`src/hdl/mexp_pkg.sv`:
```
// shared types and constants for the modular exponentiation block
// no dependencies
package mexp_pkg;

    localparam int BASE_W       = 64;
    localparam int EXP_W        = 32;
    localparam int OUT_W        = 32;
    localparam int CFG_W        = 32;
    localparam int DEF_MOD_BITS = 32;
    localparam int DEF_EXP_BITS = 32;
    localparam int CNT_W        = $clog2(BASE_W + 1);

    typedef enum logic [3:0] {
        ST_IDLE,
        ST_RBASE,
        ST_BIT,
        ST_LDA,
        ST_WA,
        ST_SQ,
        ST_LDB,
        ST_WB,
        ST_DONE
    } mexp_state_t;

    // request to the shared reduction unit
    typedef struct packed {
        logic             start;
        logic [CNT_W-1:0] nbits;
    } red_req_t;

endpackage

```
`src/hdl/mexp_modred.sv`:
```
// bit-serial restoring remainder unit, one dividend bit per cycle
// depends on mexp_pkg
module mexp_modred
    import mexp_pkg::*;
#(
    parameter int MOD_BITS = DEF_MOD_BITS
) (
    input  logic                aclk,
    input  logic                aresetn,
    input  red_req_t            req,
    input  logic [BASE_W-1:0]   value,
    input  logic [MOD_BITS-1:0] modulus,
    output logic                done,
    output logic [MOD_BITS-1:0] rem
);

    logic [BASE_W-1:0]   val_reg;
    logic [MOD_BITS-1:0] rem_reg;
    logic [CNT_W-1:0]    cnt_reg;
    logic                busy_reg;
    logic                done_reg;
    logic [MOD_BITS:0]   trial;
    logic [MOD_BITS:0]   diff;
    logic [MOD_BITS-1:0] rem_step;

    // shift in next bit, subtract modulus when it fits
    always_comb begin
        trial    = {rem_reg, val_reg[BASE_W-1]};
        diff     = trial - {1'b0, modulus};
        rem_step = (trial >= {1'b0, modulus}) ? diff[MOD_BITS-1:0] : trial[MOD_BITS-1:0];
    end

    // control
    always_ff @(posedge aclk) begin
        if (!aresetn) begin
            busy_reg <= 1'b0;
            done_reg <= 1'b0;
        end else begin
            done_reg <= 1'b0;
            if (req.start) begin
                busy_reg <= 1'b1;
            end else if (busy_reg && cnt_reg == CNT_W'(1)) begin
                busy_reg <= 1'b0;
                done_reg <= 1'b1;
            end
        end
    end

    // datapath
    always_ff @(posedge aclk) begin
        if (req.start) begin
            val_reg <= value;
            rem_reg <= '0;
            cnt_reg <= req.nbits;
        end else if (busy_reg) begin
            val_reg <= val_reg << 1;
            rem_reg <= rem_step;
            cnt_reg <= cnt_reg - CNT_W'(1);
        end
    end

    assign done = done_reg;
    assign rem  = rem_reg;

endmodule

```
`config.mk`:
```
export PLATFORM = sky130hd
export DESIGN_NAME = mexp_modred
export DESIGN_NICKNAME = d
export VERILOG_FILES = /design/src/hdl/mexp_pkg.sv /design/src/hdl/mexp_modred.sv
export SDC_FILE = /design/constraint.sdc
export NUM_CORES = 1
export LEC_CHECK = 0
export ABC_AREA = 1
export ABC_CLOCK_PERIOD_IN_PS = 5400
export BUFFER_PORTS_ARGS = -buffer_cell sky130_fd_sc_hd__buf_4
export CORE_ASPECT_RATIO = 0.8
export CORE_MARGIN = 4
export CORE_UTILIZATION = 39
export CTS_BUF_LIST = sky130_fd_sc_hd__clkbuf_8
export DETAILED_ROUTE_END_ITERATION = 10
export HOLD_SLACK_MARGIN = 0.08
export RECOVER_POWER = 50
export SYNTH_ARGS = -nofsm -noshare
export SYNTH_HDL_FRONTEND = slang
export SYNTH_SLANG_ARGS = --single-unit
```
`constraint.sdc`:
```
create_clock -name aclk -period 5.4 [get_ports aclk]
set_clock_uncertainty 0.05 [all_clocks]
set_input_delay 0.81 -clock aclk [delete_from_list [all_inputs] [get_ports aclk]]
set_output_delay 0.81 -clock aclk [all_outputs]
set_load 0.05 [all_outputs]
```
# == Word level (Yosys, flattened, before mapping) ==
# Cells that the tools add are included.
# W data, S select, Z words.
# totals
regBits,105
latch_bits,0
ram_bits,0
rom_bits,0
in_bits,106
output_inout_bits,33
word_cells,22
mem_count,0
# classes
addsub,2
multipliers,0
div_mod_pow,0
order_cmp,1
n_eq_ne,1
n_shift,0
n_mux,8
bitwise_logic,1
n_reduce_logical,4
# op_table
operator,n
$mux W64,2
$ge A33 B32 Y1,1
$mux W32,1
$sub A32 B32 Y32,1
$mux W7,2
$eq A7 B1 Y1 const B,1
$sub A7 B1 Y7 const B,1
$reduce_bool A2 Y1,2
$mux W1,3
$reduce_or A2 Y1,1
$logic_and A1 B1 Y1,1
$not A1 Y1,1

# == Longest topological paths before layout ==
# Gate-level depths: netlist (run 1).
# logic_depth
word_depth,4
depth_mapped,17
ltp_nobuf,16

# == Least setup slack after synthesis (run 1) ==
# Ideal clock, no wire load.
# synth_timing
path_type,input -> register
start,in req[7] (netlist name)
end,reg cnt_reg[0] (enable)
setup_time_ns,0.464
t_arrival_ns,3.101
t_required_ns,4.886
setup_slack_ns,1.786
stages,3
n_path_buf,1
cell_sequence,nor2_1 > inv_1 > clkbuf_1
# synth_between
elab_chain_len,1
# synth_lines
item,line,source
"start, declared",mexp_modred.sv:10,"input red_req_t req,"
$reduce_bool A2 Y1 (no line),n/a,
"end signal, assigned",mexp_modred.sv:54,cnt_reg <= req.nbits;
"end signal, assigned",mexp_modred.sv:58,cnt_reg <= cnt_reg - CNT_W'(1);
"end, declared",mexp_modred.sv:19,logic [CNT_W-1:0] cnt_reg;
# Every way passes these cells.
# A chain may end at the register's enable or synchronous reset.

# == Worst setup path in the final report (run 1) ==
# layout_timing
start,in req[7] (netlist name)
end,reg done_reg (netlist: done)
# layout_between
elab_chain_len,1
# layout_lines
item,line,source
$reduce_or A2 Y1 (no line),n/a,
"end signal, assigned",mexp_modred.sv:37,done_reg <= 1'b0;
"end signal, assigned",mexp_modred.sv:39,done_reg <= 1'b0;
"end signal, assigned",mexp_modred.sv:44,done_reg <= 1'b1;
"end, declared",mexp_modred.sv:21,logic done_reg;
# Every way passes these cells.

==> results of run 1 <==
[cell families (layout without fill, tap and decap cells)]
logic type               Yosys count  after routing
flip-flops                       105            105
XOR/XNOR                          17             17
AO/OA/AOI/OAI                     45             45
buffers and inverters            217            346
AND/OR/NAND/NOR                  693            693
adder cells (fa/ha/maj)           35             35
[power groups by stage]
stage          Sequential, uW  Combinational, uW  Clock [uW]
6_report                  949                262         527
5_1_grt                   956                300         580
4_1_cts                   950                266         549
3_5_place_dp              967                265           0
3_3_place_gp              965                261           0
2_1_floorplan             967                153           0
[layout make-up]
cell class	count	area, um2	share of cell area, %
clock buffer	9	124	1.43
multi-input combinational	790	3700	42.6
inverter	187	703	8.10
sequential	105	2810	32.4
tap	253	317	3.65
clock inverter	7	77.6	0.894
timing repair buffer	143	946	10.9
[path summary, 6_finish.rpt]
kind / cells past startpoint / slack, ns / to / startpoint
min: 2 / 0.44 / rem[20] / rem[20]
max: 6 / 1.80 / done / req[7]
min reg2reg: 2 / 0.44 / rem[20] / rem[20]
max reg2reg: 12 / 2.59 / rem[9] / rem[22]
[layer usage]
layer | part of all wire (%) | routed length [um] | up-vias
met1 | 53 | 11100 | 3075
met3 | 6.4 | 1330 | 12
met4 | 0.85 | 176 | 0
li1 | - | - | 3662
met5 | 0 | 0 | -
met2 | 40 | 8240 | 177
[synth_stat cells]
library cell,number,area share (%)
o21ai_1,11,0.75
xnor2_1,14,1.7
edfxtp_1,71,29
nand2_2,3,0.25
dfxtp_1,34,9.2
nand3_2,1,0.14
ha_1,34,5.8
nand2_4,2,0.31
buf_2,3,0.20
inv_2,2,0.10
o21a_1,2,0.20
clkbuf_1,20,1.0
a21oi_1,22,1.5
nor3_1,5,0.34
nand4_1,9,0.76
a31oi_1,1,0.085
nor2_4,2,0.31
o21bai_1,3,0.31
and3_1,1,0.085
inv_1,181,9.2
fa_1,1,0.27
nand3_1,80,5.4
and2_1,3,0.25
nor2_2,5,0.42
nand3b_1,14,1.4
buf_6,4,0.61
nor2_1,49,2.5
clkinv_1,4,0.20
or2_2,3,0.25
o21ai_0,5,0.34
nand2_1,516,26
buf_4,3,0.31
xor2_1,3,0.36
a21oi_2,1,0.12
[worst register-to-register path, cell delays in order (launching register included)]
cell     delay, ns
dfxtp_1       0.41
ha_1          0.33
nand2_1       0.19
inv_2         0.05
a21oi_2       0.17
nand2_1       0.10
nand2_1       0.06
nand2_1       0.07
nor2_4        0.57
nand2_4       0.38
nand2_1       0.15
nand3_1       0.08
o21ai_1       0.10
[metrics by stage]
stage	power (uW)	area (um2)	cells	hold WS [ns]
3_3_place_gp	1230	8600	1478	0.427
4_1_cts	1760	8800	1494	0.448
6_report	1740	8680	1494	0.441
5_1_grt	1840	8680	1494	0.466
3_5_place_dp	1230	8600	1478	0.428
2_1_floorplan	1120	7370	1112	0.432
==> qor.csv, run 1 <==
stage,metric,value,unit
detailed_routing,drt_first_pass_iters,5,
synth,synth_top_family_by_area,simple AND/OR/NAND/NOR gates,
global_route,grt_util_met1,31.0,%
global_route,use_met3,3.70,%
clocking,clk_path_buf_depth,2,
detailed_routing,drtIter0Drc,471,
floorplanning,std_cell_rows,44,
worst_setup_path,cp_top_family,buffers and inverters,
synth,ys_seq_elements,105,
cells_and_area,syn_to_final_growth,17.8,%
synth,yosys_warnings,0,
timing,hold_violations,0,
detailed_routing,routed_wl,20800,um
timing,setup_ws,1.80,ns
synth,synth_nets,1253,
pwr,pwr-share-comb,15.1,%
synth,syn_avg_cell_area,6.62,um2
worst_setup_path,slowest_delay,1.95,ns
global_route,grt_first_pass_wirelength,32700,um
cells_and_area,final_cell_mix,"nand2_1 (516), inv_1 (180), buf_4 (109)",
pwr,clkPwrFrac,30.3,%
synth,synth_area,0.00737,mm2
pwr,power_per_cell_area,200,mW/mm2
synth,syn_inst,1112,
placement,io_buffers,138,
floorplanning,start_util,40.2,%
placement,routabilityCongestion,0.943,
clocking,cts_buffers,9,
clocking,post_cts_resized,0,
timing,fmax,0.278,GHz
pwr,peakVddDrop,126,uV
floorplanning,boundaryPins,139,
timing,tightest_slew,2.74,ns
pwr,p_int,1260,uW
synth,synth_xor_area_share,2.02,%
clocking,cts_tree,done,
pwr,power_leakage,0.00471,uW
placement,dp_slack,2.07,ns
pwr,seq_power_share,54.6,%
synth,synth-adder-area-share,6.05,%
clocking,cts_sinks,105,
clocking,clk_pin_slew,0.10,ns
run_status,violations,"capacitance limit, slew limit",
worst_setup_path,start_kind,primary input,
global_route,busiest_layer,met1,
cells_and_area,fin_nets,1377,
run_status,status,"complete, but fails checks",
cells_and_area,largest_reg_flops,64,
worst_setup_path,cpMaxStageDelayCell,clkbuf_1,
synth,synth.distinct_cells,34,
cells_and_area,drive_above_1_share,11.6,%
floorplanning,die_area,0.0212,mm2
worst_setup_path,arrival,3.88,ns
global_route,grt_pass1_vias,6272,
worst_setup_path,cp-end-kind,flop,
synth,synth_simple_gate_area_share,38.8,%
timing,slew_violations,69,
global_route,grt_use_total,19.5,%
clocking,insertion_delay,0.39,ns
cells_and_area,mostFrequentLayoutCell,nand2_1,
global_route,met2_usage,27.5,%
run,drv_cap,1,
timing,finalCriticalPeriod,3.60,ns
timing,fin_tns_setup,0,ns
global_route,antenna_found_initial,0,
global_route,grt_max_degree,78,
pwr,p_sw,477,uW
placement,dp_hpwl,15900,um
synth,yosysSeqAreaShare,38.2,%
worst_setup_path,crit_required,5.67,ns
synth,synth_mux_area_share,0,%
worst_setup_path,critPathMaxFanout,77,
clocking,root_buffer,clkbuf_8,
cells_and_area,fill_cells,1967,
global_route,grt_overflow_total,0,
clocking,cts_max_level,3,
pwr,switching_share,27.4,%
timing,relSlewSlack,-83.0,%
timing,setup_viol,0,
worst_setup_path,path_buf_inv,3,
detailed_routing,drc,0,
cells_and_area,final_util,47.3,%
detailed_routing,wire_per_inst,13.9,um
hold_path,hp-class,reg2reg,
detailed_routing,dr_total_vias,6926,
clocking,hold_buffers,0,
floorplanning,die_height,131,um
floorplanning,die_w,162,um
floorplanning,core,0.0183,mm2
detailed_routing,detail_route.vias_per_cell,4.64,
clocking,post_cts_buffers,0,
timing,rsz0062_at_grt,false,
worst_setup_path,worstPathCellList,"buf_4, inv_1, clkbuf_1, nand2_1, nor3_1, and3_1",
synth,synth_compound_area_share,3.30,%
timing,period_share,66.7,%
worst_setup_path,timing_worst_setup_path_type,in2reg,
detailed_routing,drtAntennaViolNets,0,
cells_and_area,n_antenna_cell,0,
Note: power is estimated with default switching activity, not from simulation.
==> inputs of run 2 (changes only) <==
--- a/config.mk
+++ b/config.mk
@@ -6,7 +6,7 @@
 export NUM_CORES = 1
 export LEC_CHECK = 0
 export ABC_AREA = 1
-export ABC_CLOCK_PERIOD_IN_PS = 5400
+export ABC_CLOCK_PERIOD_IN_PS = 3750
 export BUFFER_PORTS_ARGS = -buffer_cell sky130_fd_sc_hd__buf_4
 export CORE_ASPECT_RATIO = 0.8
 export CORE_MARGIN = 4
==> constraint.sdc (replaced) <==
create_clock -name aclk -period 3.75 [get_ports aclk]
set_clock_uncertainty 0.05 [all_clocks]
set_input_delay 0.5625 -clock aclk [delete_from_list [all_inputs] [get_ports aclk]]
set_output_delay 0.5625 -clock aclk [all_outputs]
set_load 0.05 [all_outputs]
==> run 2 against run 1 <==
- the flow now finishes without violations
- global-route usage shrank 0.25 points
- routed wire length shrank 2.3%
- first-iteration DRC count shrank 1.9%
- critical path depth shrank 1
- cell count grew 0.13%
- sequential cell count is the same
- clock power grew 47%
- hold slack lost 0.067 ns
- critical endpoint is now val_reg[34]
- largest cell class unchanged
- largest power group unchanged
==> qor.csv, run 2 (synthesis results as in run 1) <==
stage,metric,value,unit
placement,place_area,0.00863,mm2
hold_path,hp-start,aresetn,
detailed_routing,drc,0,
worst_setup_path,critPathMaxFanout,83,
global_route,grt_overflow_total,0,
run,drv_cap,0,
detailed_routing,drtIter0Drc,462,
timing,finalCriticalPeriod,2.94,ns
cells_and_area,mostFrequentLayoutCell,nand2_1,
cells_and_area,n_antenna_cell,0,
clocking,clk_path_buf_depth,2,
global_route,grt_max_degree,84,
clocking,cts_tree,done,
cells_and_area,final_area,0.00877,mm2
worst_setup_path,reg2reg_to,rem[9],
hold_path,hp-class,in2reg,
hold_path,min_to,done,
pwr,power_leakage,0.00482,uW
floorplanning,die_w,162,um
worst_setup_path,worstRegToRegCells,12,
clocking,post_cts_resized,0,
timing,tightest_slew,1.22,ns
detailed_routing,wire_per_inst,13.6,um
global_route,grt_first_pass_wirelength,32500,um
worst_setup_path,cp_common_cell,clkbuf_1,
global_route,antenna_found_initial,0,
cells_and_area,syn_to_final_growth,19.1,%
worst_setup_path,r2r_setup_slack,1.15,ns
clocking,cts_buffers,9,
worst_setup_path,reg2reg_from,rem[6],
floorplanning,std_cell_rows,44,
timing,setup_viol,0,
pwr,seq_power_share,54.3,%
clocking,clk_pin_slew,0.11,ns
pwr,p_int,1820,uW
timing,period_share,78.5,%
global_route,grt_pass1_vias,6342,
timing,slew_violations,0,
placement,routabilityCongestion,0.947,
pwr,switching_share,27.6,%
timing,relSlewSlack,18.4,%
timing,rsz0062_at_grt,false,
pwr,power_per_cell_area,287,mW/mm2
hold_path,hold_depth,2,
worst_setup_path,timing_worst_setup_path_type,in2reg,
cells_and_area,fill_cells,1977,
cells_and_area,fin_nets,1379,
pwr,pwr-share-comb,14.9,%
clocking,insertion_delay,0.39,ns
floorplanning,die_area,0.0212,mm2
clocking,cts_sinks,105,
detailed_routing,drtAntennaViolNets,0,
clocking,post_cts_buffers,0,
worst_setup_path,cpMaxStageDelayCell,clkbuf_4,
detailed_routing,drt_first_pass_iters,5,
floorplanning,boundaryPins,139,
global_route,grt_use_total,19.3,%
detailed_routing,detail_route.vias_per_cell,4.59,
worst_setup_path,arrival,2.90,ns
run_status,status,"complete, no violations",
clocking,root_buffer,clkbuf_8,
worst_setup_path,slowest_delay,0.87,ns
cells_and_area,final_cell_mix,"nand2_1 (516), inv_1 (180), buf_4 (129)",
detailed_routing,routed_wl,20300,um
worst_setup_path,worstPathCellList,"clkbuf_1, nor2_1, clkbuf_1, clkinv_2, clkbuf_4",
floorplanning,die_height,131,um
detailed_routing,dr_total_vias,6869,
cells_and_area,drive_above_1_share,13.5,%
worst_setup_path,start_kind,primary input,
pwr,p_total,2520,uW
pwr,p_sw,696,uW
clocking,cts_max_level,3,
timing,fmax,0.340,GHz
floorplanning,start_util,40.2,%
worst_setup_path,crit_required,3.71,ns
pwr,peakVddDrop,182,uV
floorplanning,core,0.0183,mm2
timing,fin_tns_setup,0,ns
clocking,hold_buffers,0,
worst_setup_path,cp-end-kind,flop,
cells_and_area,largest_reg_flops,64,
timing,hold_violations,0,
placement,dp_hpwl,15800,um
pwr,clkPwrFrac,30.9,%
placement,io_buffers,138,
==> run 2: layer usage <==
layer	vias to the layer above	track usage [%]	wire (um)
met4	0	3.28	145
li1	3669	-	-
met2	180	27.3	8080
met3	10	3.64	1370
met1	3010	30.6	10700
met5	-	0	0
==> run 2: cell type report <==
| type | count | area [um2] | share of cell area, % |
|---|---|---|---|
| clock inverter | 7 | 87.6 | 0.998 |
| multi-input combinational | 790 | 3700 | 42.1 |
| sequential | 105 | 2810 | 32.1 |
| inverter | 187 | 703 | 8.01 |
| timing repair buffer | 145 | 1030 | 11.8 |
| clock buffer | 9 | 124 | 1.41 |
| tap | 253 | 317 | 3.61 |
==> run 2: worst max path at each step <==
stage	startpoint	to	slack (ns)	depth (start not counted)
global placement	modulus[23]	rem[7]	0.85	14
CTS	rem[6]	rem[9]	1.16	12
detailed placement	modulus[3]	rem[9]	0.86	14
global route	req[7]	rem[0]	0.46	6
floorplan	req[7]	cnt_reg[0]	0.38	3
finish	req[7]	val_reg[34]	0.81	5
==> run 2: power groups by stage <==
stage	sequential, uW	combinational, uW	clock [uW]
after floorplan	1390	220	0
after global placement	1390	380	0
after detailed placement	1390	382	0
after CTS	1370	384	808
after global routing	1380	430	854
final	1370	375	777
==> run 2: critical path: cells and delay by family <==
kind	cells	cell delay [ns]
buf+inv	4	2.20
simple gates	1	0.07
==> run 2: through the flow <==
stage	cells	setup WS (ns)	utilization, %	hold slack, ns
CTS	1496	1.16	48.2	0.348
global placement	1480	0.848	47.1	0.424
global route	1496	0.460	47.9	0.357
detailed placement	1480	0.860	47.1	0.422
floorplan	1112	0.383	-	0.432
finish	1496	0.807	47.9	0.374
==> inputs of run 3 (changes only) <==
--- a/config.mk
+++ b/config.mk
@@ -6,7 +6,7 @@
 export NUM_CORES = 1
 export LEC_CHECK = 0
 export ABC_AREA = 1
-export ABC_CLOCK_PERIOD_IN_PS = 3750
+export ABC_CLOCK_PERIOD_IN_PS = 2500
 export BUFFER_PORTS_ARGS = -buffer_cell sky130_fd_sc_hd__buf_4
 export CORE_ASPECT_RATIO = 0.8
 export CORE_MARGIN = 4
==> constraint.sdc (replaced) <==
create_clock -name aclk -period 2.5 [get_ports aclk]
set_clock_uncertainty 0.05 [all_clocks]
set_input_delay 0.375 -clock aclk [delete_from_list [all_inputs] [get_ports aclk]]
set_output_delay 0.375 -clock aclk [all_outputs]
set_load 0.05 [all_outputs]
==> run 3 against run 2 <==
- combinational power is 55% higher
- worst setup slack worse by 0.60 ns
- critical path type is now reg2reg
- cell area is 1.8% higher
- largest power group unchanged
- global-route usage is 0.095 points higher
- clock-buffer cell count stayed put
- sequential cell count stayed put
==> qor.csv, run 3 (synthesis results as in run 1) <==
stage,metric,value,unit
run_status,status,"complete, no violations",
timing,fmax,0.436,GHz
floorplanning,die_height,131,um
cells_and_area,multi_input_area,0.00370,mm2
floorplanning,boundaryPins,139,
clocking,cts_buffers,9,
floorplanning,start_util,40.2,%
pwr,p_total,3740,uW
timing,holdWs,0.167,ns
pwr,power_per_cell_area,419,mW/mm2
worst_setup_path,timing_worst_setup_path_type,reg2reg,
cells_and_area,fin_nets,1396,
detailed_routing,drc,0,
worst_setup_path,arrival,2.55,ns
global_route,antenna_found_initial,0,
worst_setup_path,worstRegToRegCells,14,
cells_and_area,syn_to_final_growth,21.2,%
timing,relSlewSlack,31.8,%
cells_and_area,largest_reg_flops,64,
worst_setup_path,r2r_setup_slack,0.21,ns
clocking,cts_sinks,105,
global_route,grt_first_pass_wirelength,32700,um
worst_setup_path,reg2reg_to,rem[26],
global_route,grt_max_degree,56,
global_route,grt_overflow_total,0,
hold_path,min_to,busy_reg,
pwr,peakVddDrop,271,uV
placement,dp_hpwl,16000,um
clocking,insertion_delay,0.39,ns
hold_path,hp-class,in2reg,
global_route,grt_use_total,19.4,%
worst_setup_path,cp_common_cell,nand2_1,
timing,rsz0062_at_grt,false,
placement,place_area,0.00879,mm2
worst_setup_path,reg2reg_from,val_reg[63],
floorplanning,std_cell_rows,44,
detailed_routing,drtAntennaViolNets,0,
detailed_routing,routed_wl,20300,um
clocking,cts_max_level,3,
floorplanning,die_w,162,um
worst_setup_path,critPathMaxFanout,4,
clocking,clk_path_buf_depth,2,
cells_and_area,register_area,0.00281,mm2
worst_setup_path,crit_required,2.75,ns
floorplanning,die_area,0.0212,mm2
worst_setup_path,slowest_delay,0.43,ns
pwr,power_leakage,0.00490,uW
hold_path,hp-start,aresetn,
detailed_routing,dr_total_vias,6969,
detailed_routing,drtIter0Drc,577,
cells_and_area,mostFrequentLayoutCell,nand2_1,
worst_setup_path,worstPathCellList,"inv_1, ha_1, inv_1, fa_1, nand2_1, nand3_1, nand2_1, nand2_1, nand2_1, nand3_1, nand2_1, nand3_1, nand2_1, nand2_1",
clocking,hold_buffers,0,
cells_and_area,final_area,0.00893,mm2
detailed_routing,detail_route.vias_per_cell,4.61,
timing,slew_violations,0,
detailed_routing,wire_per_inst,13.4,um
timing,setup_viol,0,
run,drv_cap,0,
clocking,clk_pin_slew,0.12,ns
timing,finalCriticalPeriod,2.29,ns
clocking,post_cts_buffers,0,
cells_and_area,final_cell_mix,"nand2_1 (516), inv_1 (180), buf_4 (140)",
clocking,post_cts_resized,0,
worst_setup_path,cp-end-kind,flop,
floorplanning,core,0.0183,mm2
placement,routabilityCongestion,0.962,
cells_and_area,n_antenna_cell,0,
cells_and_area,drive_above_1_share,14.5,%
placement,io_buffers,138,
cells_and_area,fill_cells,1940,
clocking,cts_tree,done,
timing,tightest_slew,1.02,ns
global_route,grt_pass1_vias,6355,
hold_path,hold_depth,3,
worst_setup_path,start_kind,flop,
worst_setup_path,cpMaxStageDelayCell,fa_1,
timing,period_share,91.7,%
timing,hold_violations,0,
detailed_routing,drt_first_pass_iters,5,
timing,fin_tns_setup,0,ns
clocking,root_buffer,clkbuf_8,
-- run 3: cell count changes in the layout (fill, tap and decap cells not counted), sizes merged --
cell    before  now
buf        129  144
inv        185  186
bufinv       1    0
clkbuf      25   27
-- run 3: metrics by stage --
step | setup WS (ns) | utilization, % | cells
after floorplan | 0.193 | - | 1112
after global placement | 0.132 | 48.0 | 1497
after detailed placement | 0.121 | 48.0 | 1497
after CTS | 0.220 | 49.1 | 1513
after global routing | 0.00268 | 48.7 | 1513
final | 0.207 | 48.7 | 1513
-- run 3: area by class of cell --
| class | instances | share of cell area (%) |
|---|---|---|
| repair buffers | 162 | 13.5 |
| inverters | 187 | 7.86 |
| well taps | 253 | 3.55 |
| clock inverters | 7 | 0.841 |
| flip-flops and latches | 105 | 31.5 |
| multi-input cells | 790 | 41.4 |
| clock buffers | 9 | 1.39 |
-- run 3: power breakdown --
part / switching (uW) / internal (uW)
clock network: 715 / 398
logic: 330 / 253
registers: 39.2 / 2010
-- run 3: worst max path at each step --
| stage | startpoint | endpoint | slack [ns] |
|---|---|---|---|
| 2_1_floorplan | rem[22] | rem[10] | 0.19 |
| 3_3_place_gp | modulus[8] | rem[23] | 0.13 |
| 3_5_place_dp | modulus[8] | rem[23] | 0.12 |
| 4_1_cts | val_reg[63] | rem[12] | 0.22 |
| 5_1_grt | rem[22] | rem[7] | 0.003 |
| 6_report | val_reg[63] | rem[26] | 0.21 |
-- run 3: critical path: cells and delay by family, from the launching register on --
family        cells  cell delay [ns]
fa+ha+maj         2             0.58
flops             1             0.37
buf+inv           2             0.16
simple gates     10             1.03
-- run 3: routing by layer --
metal  vias up  GRT usage [%]  wire (um)
met4         0           3.68        184
met5         -              0          0
li1       3706              -          -
met2       175           27.5       8260
met1      3077           30.7      10600
met3        11           3.32       1250
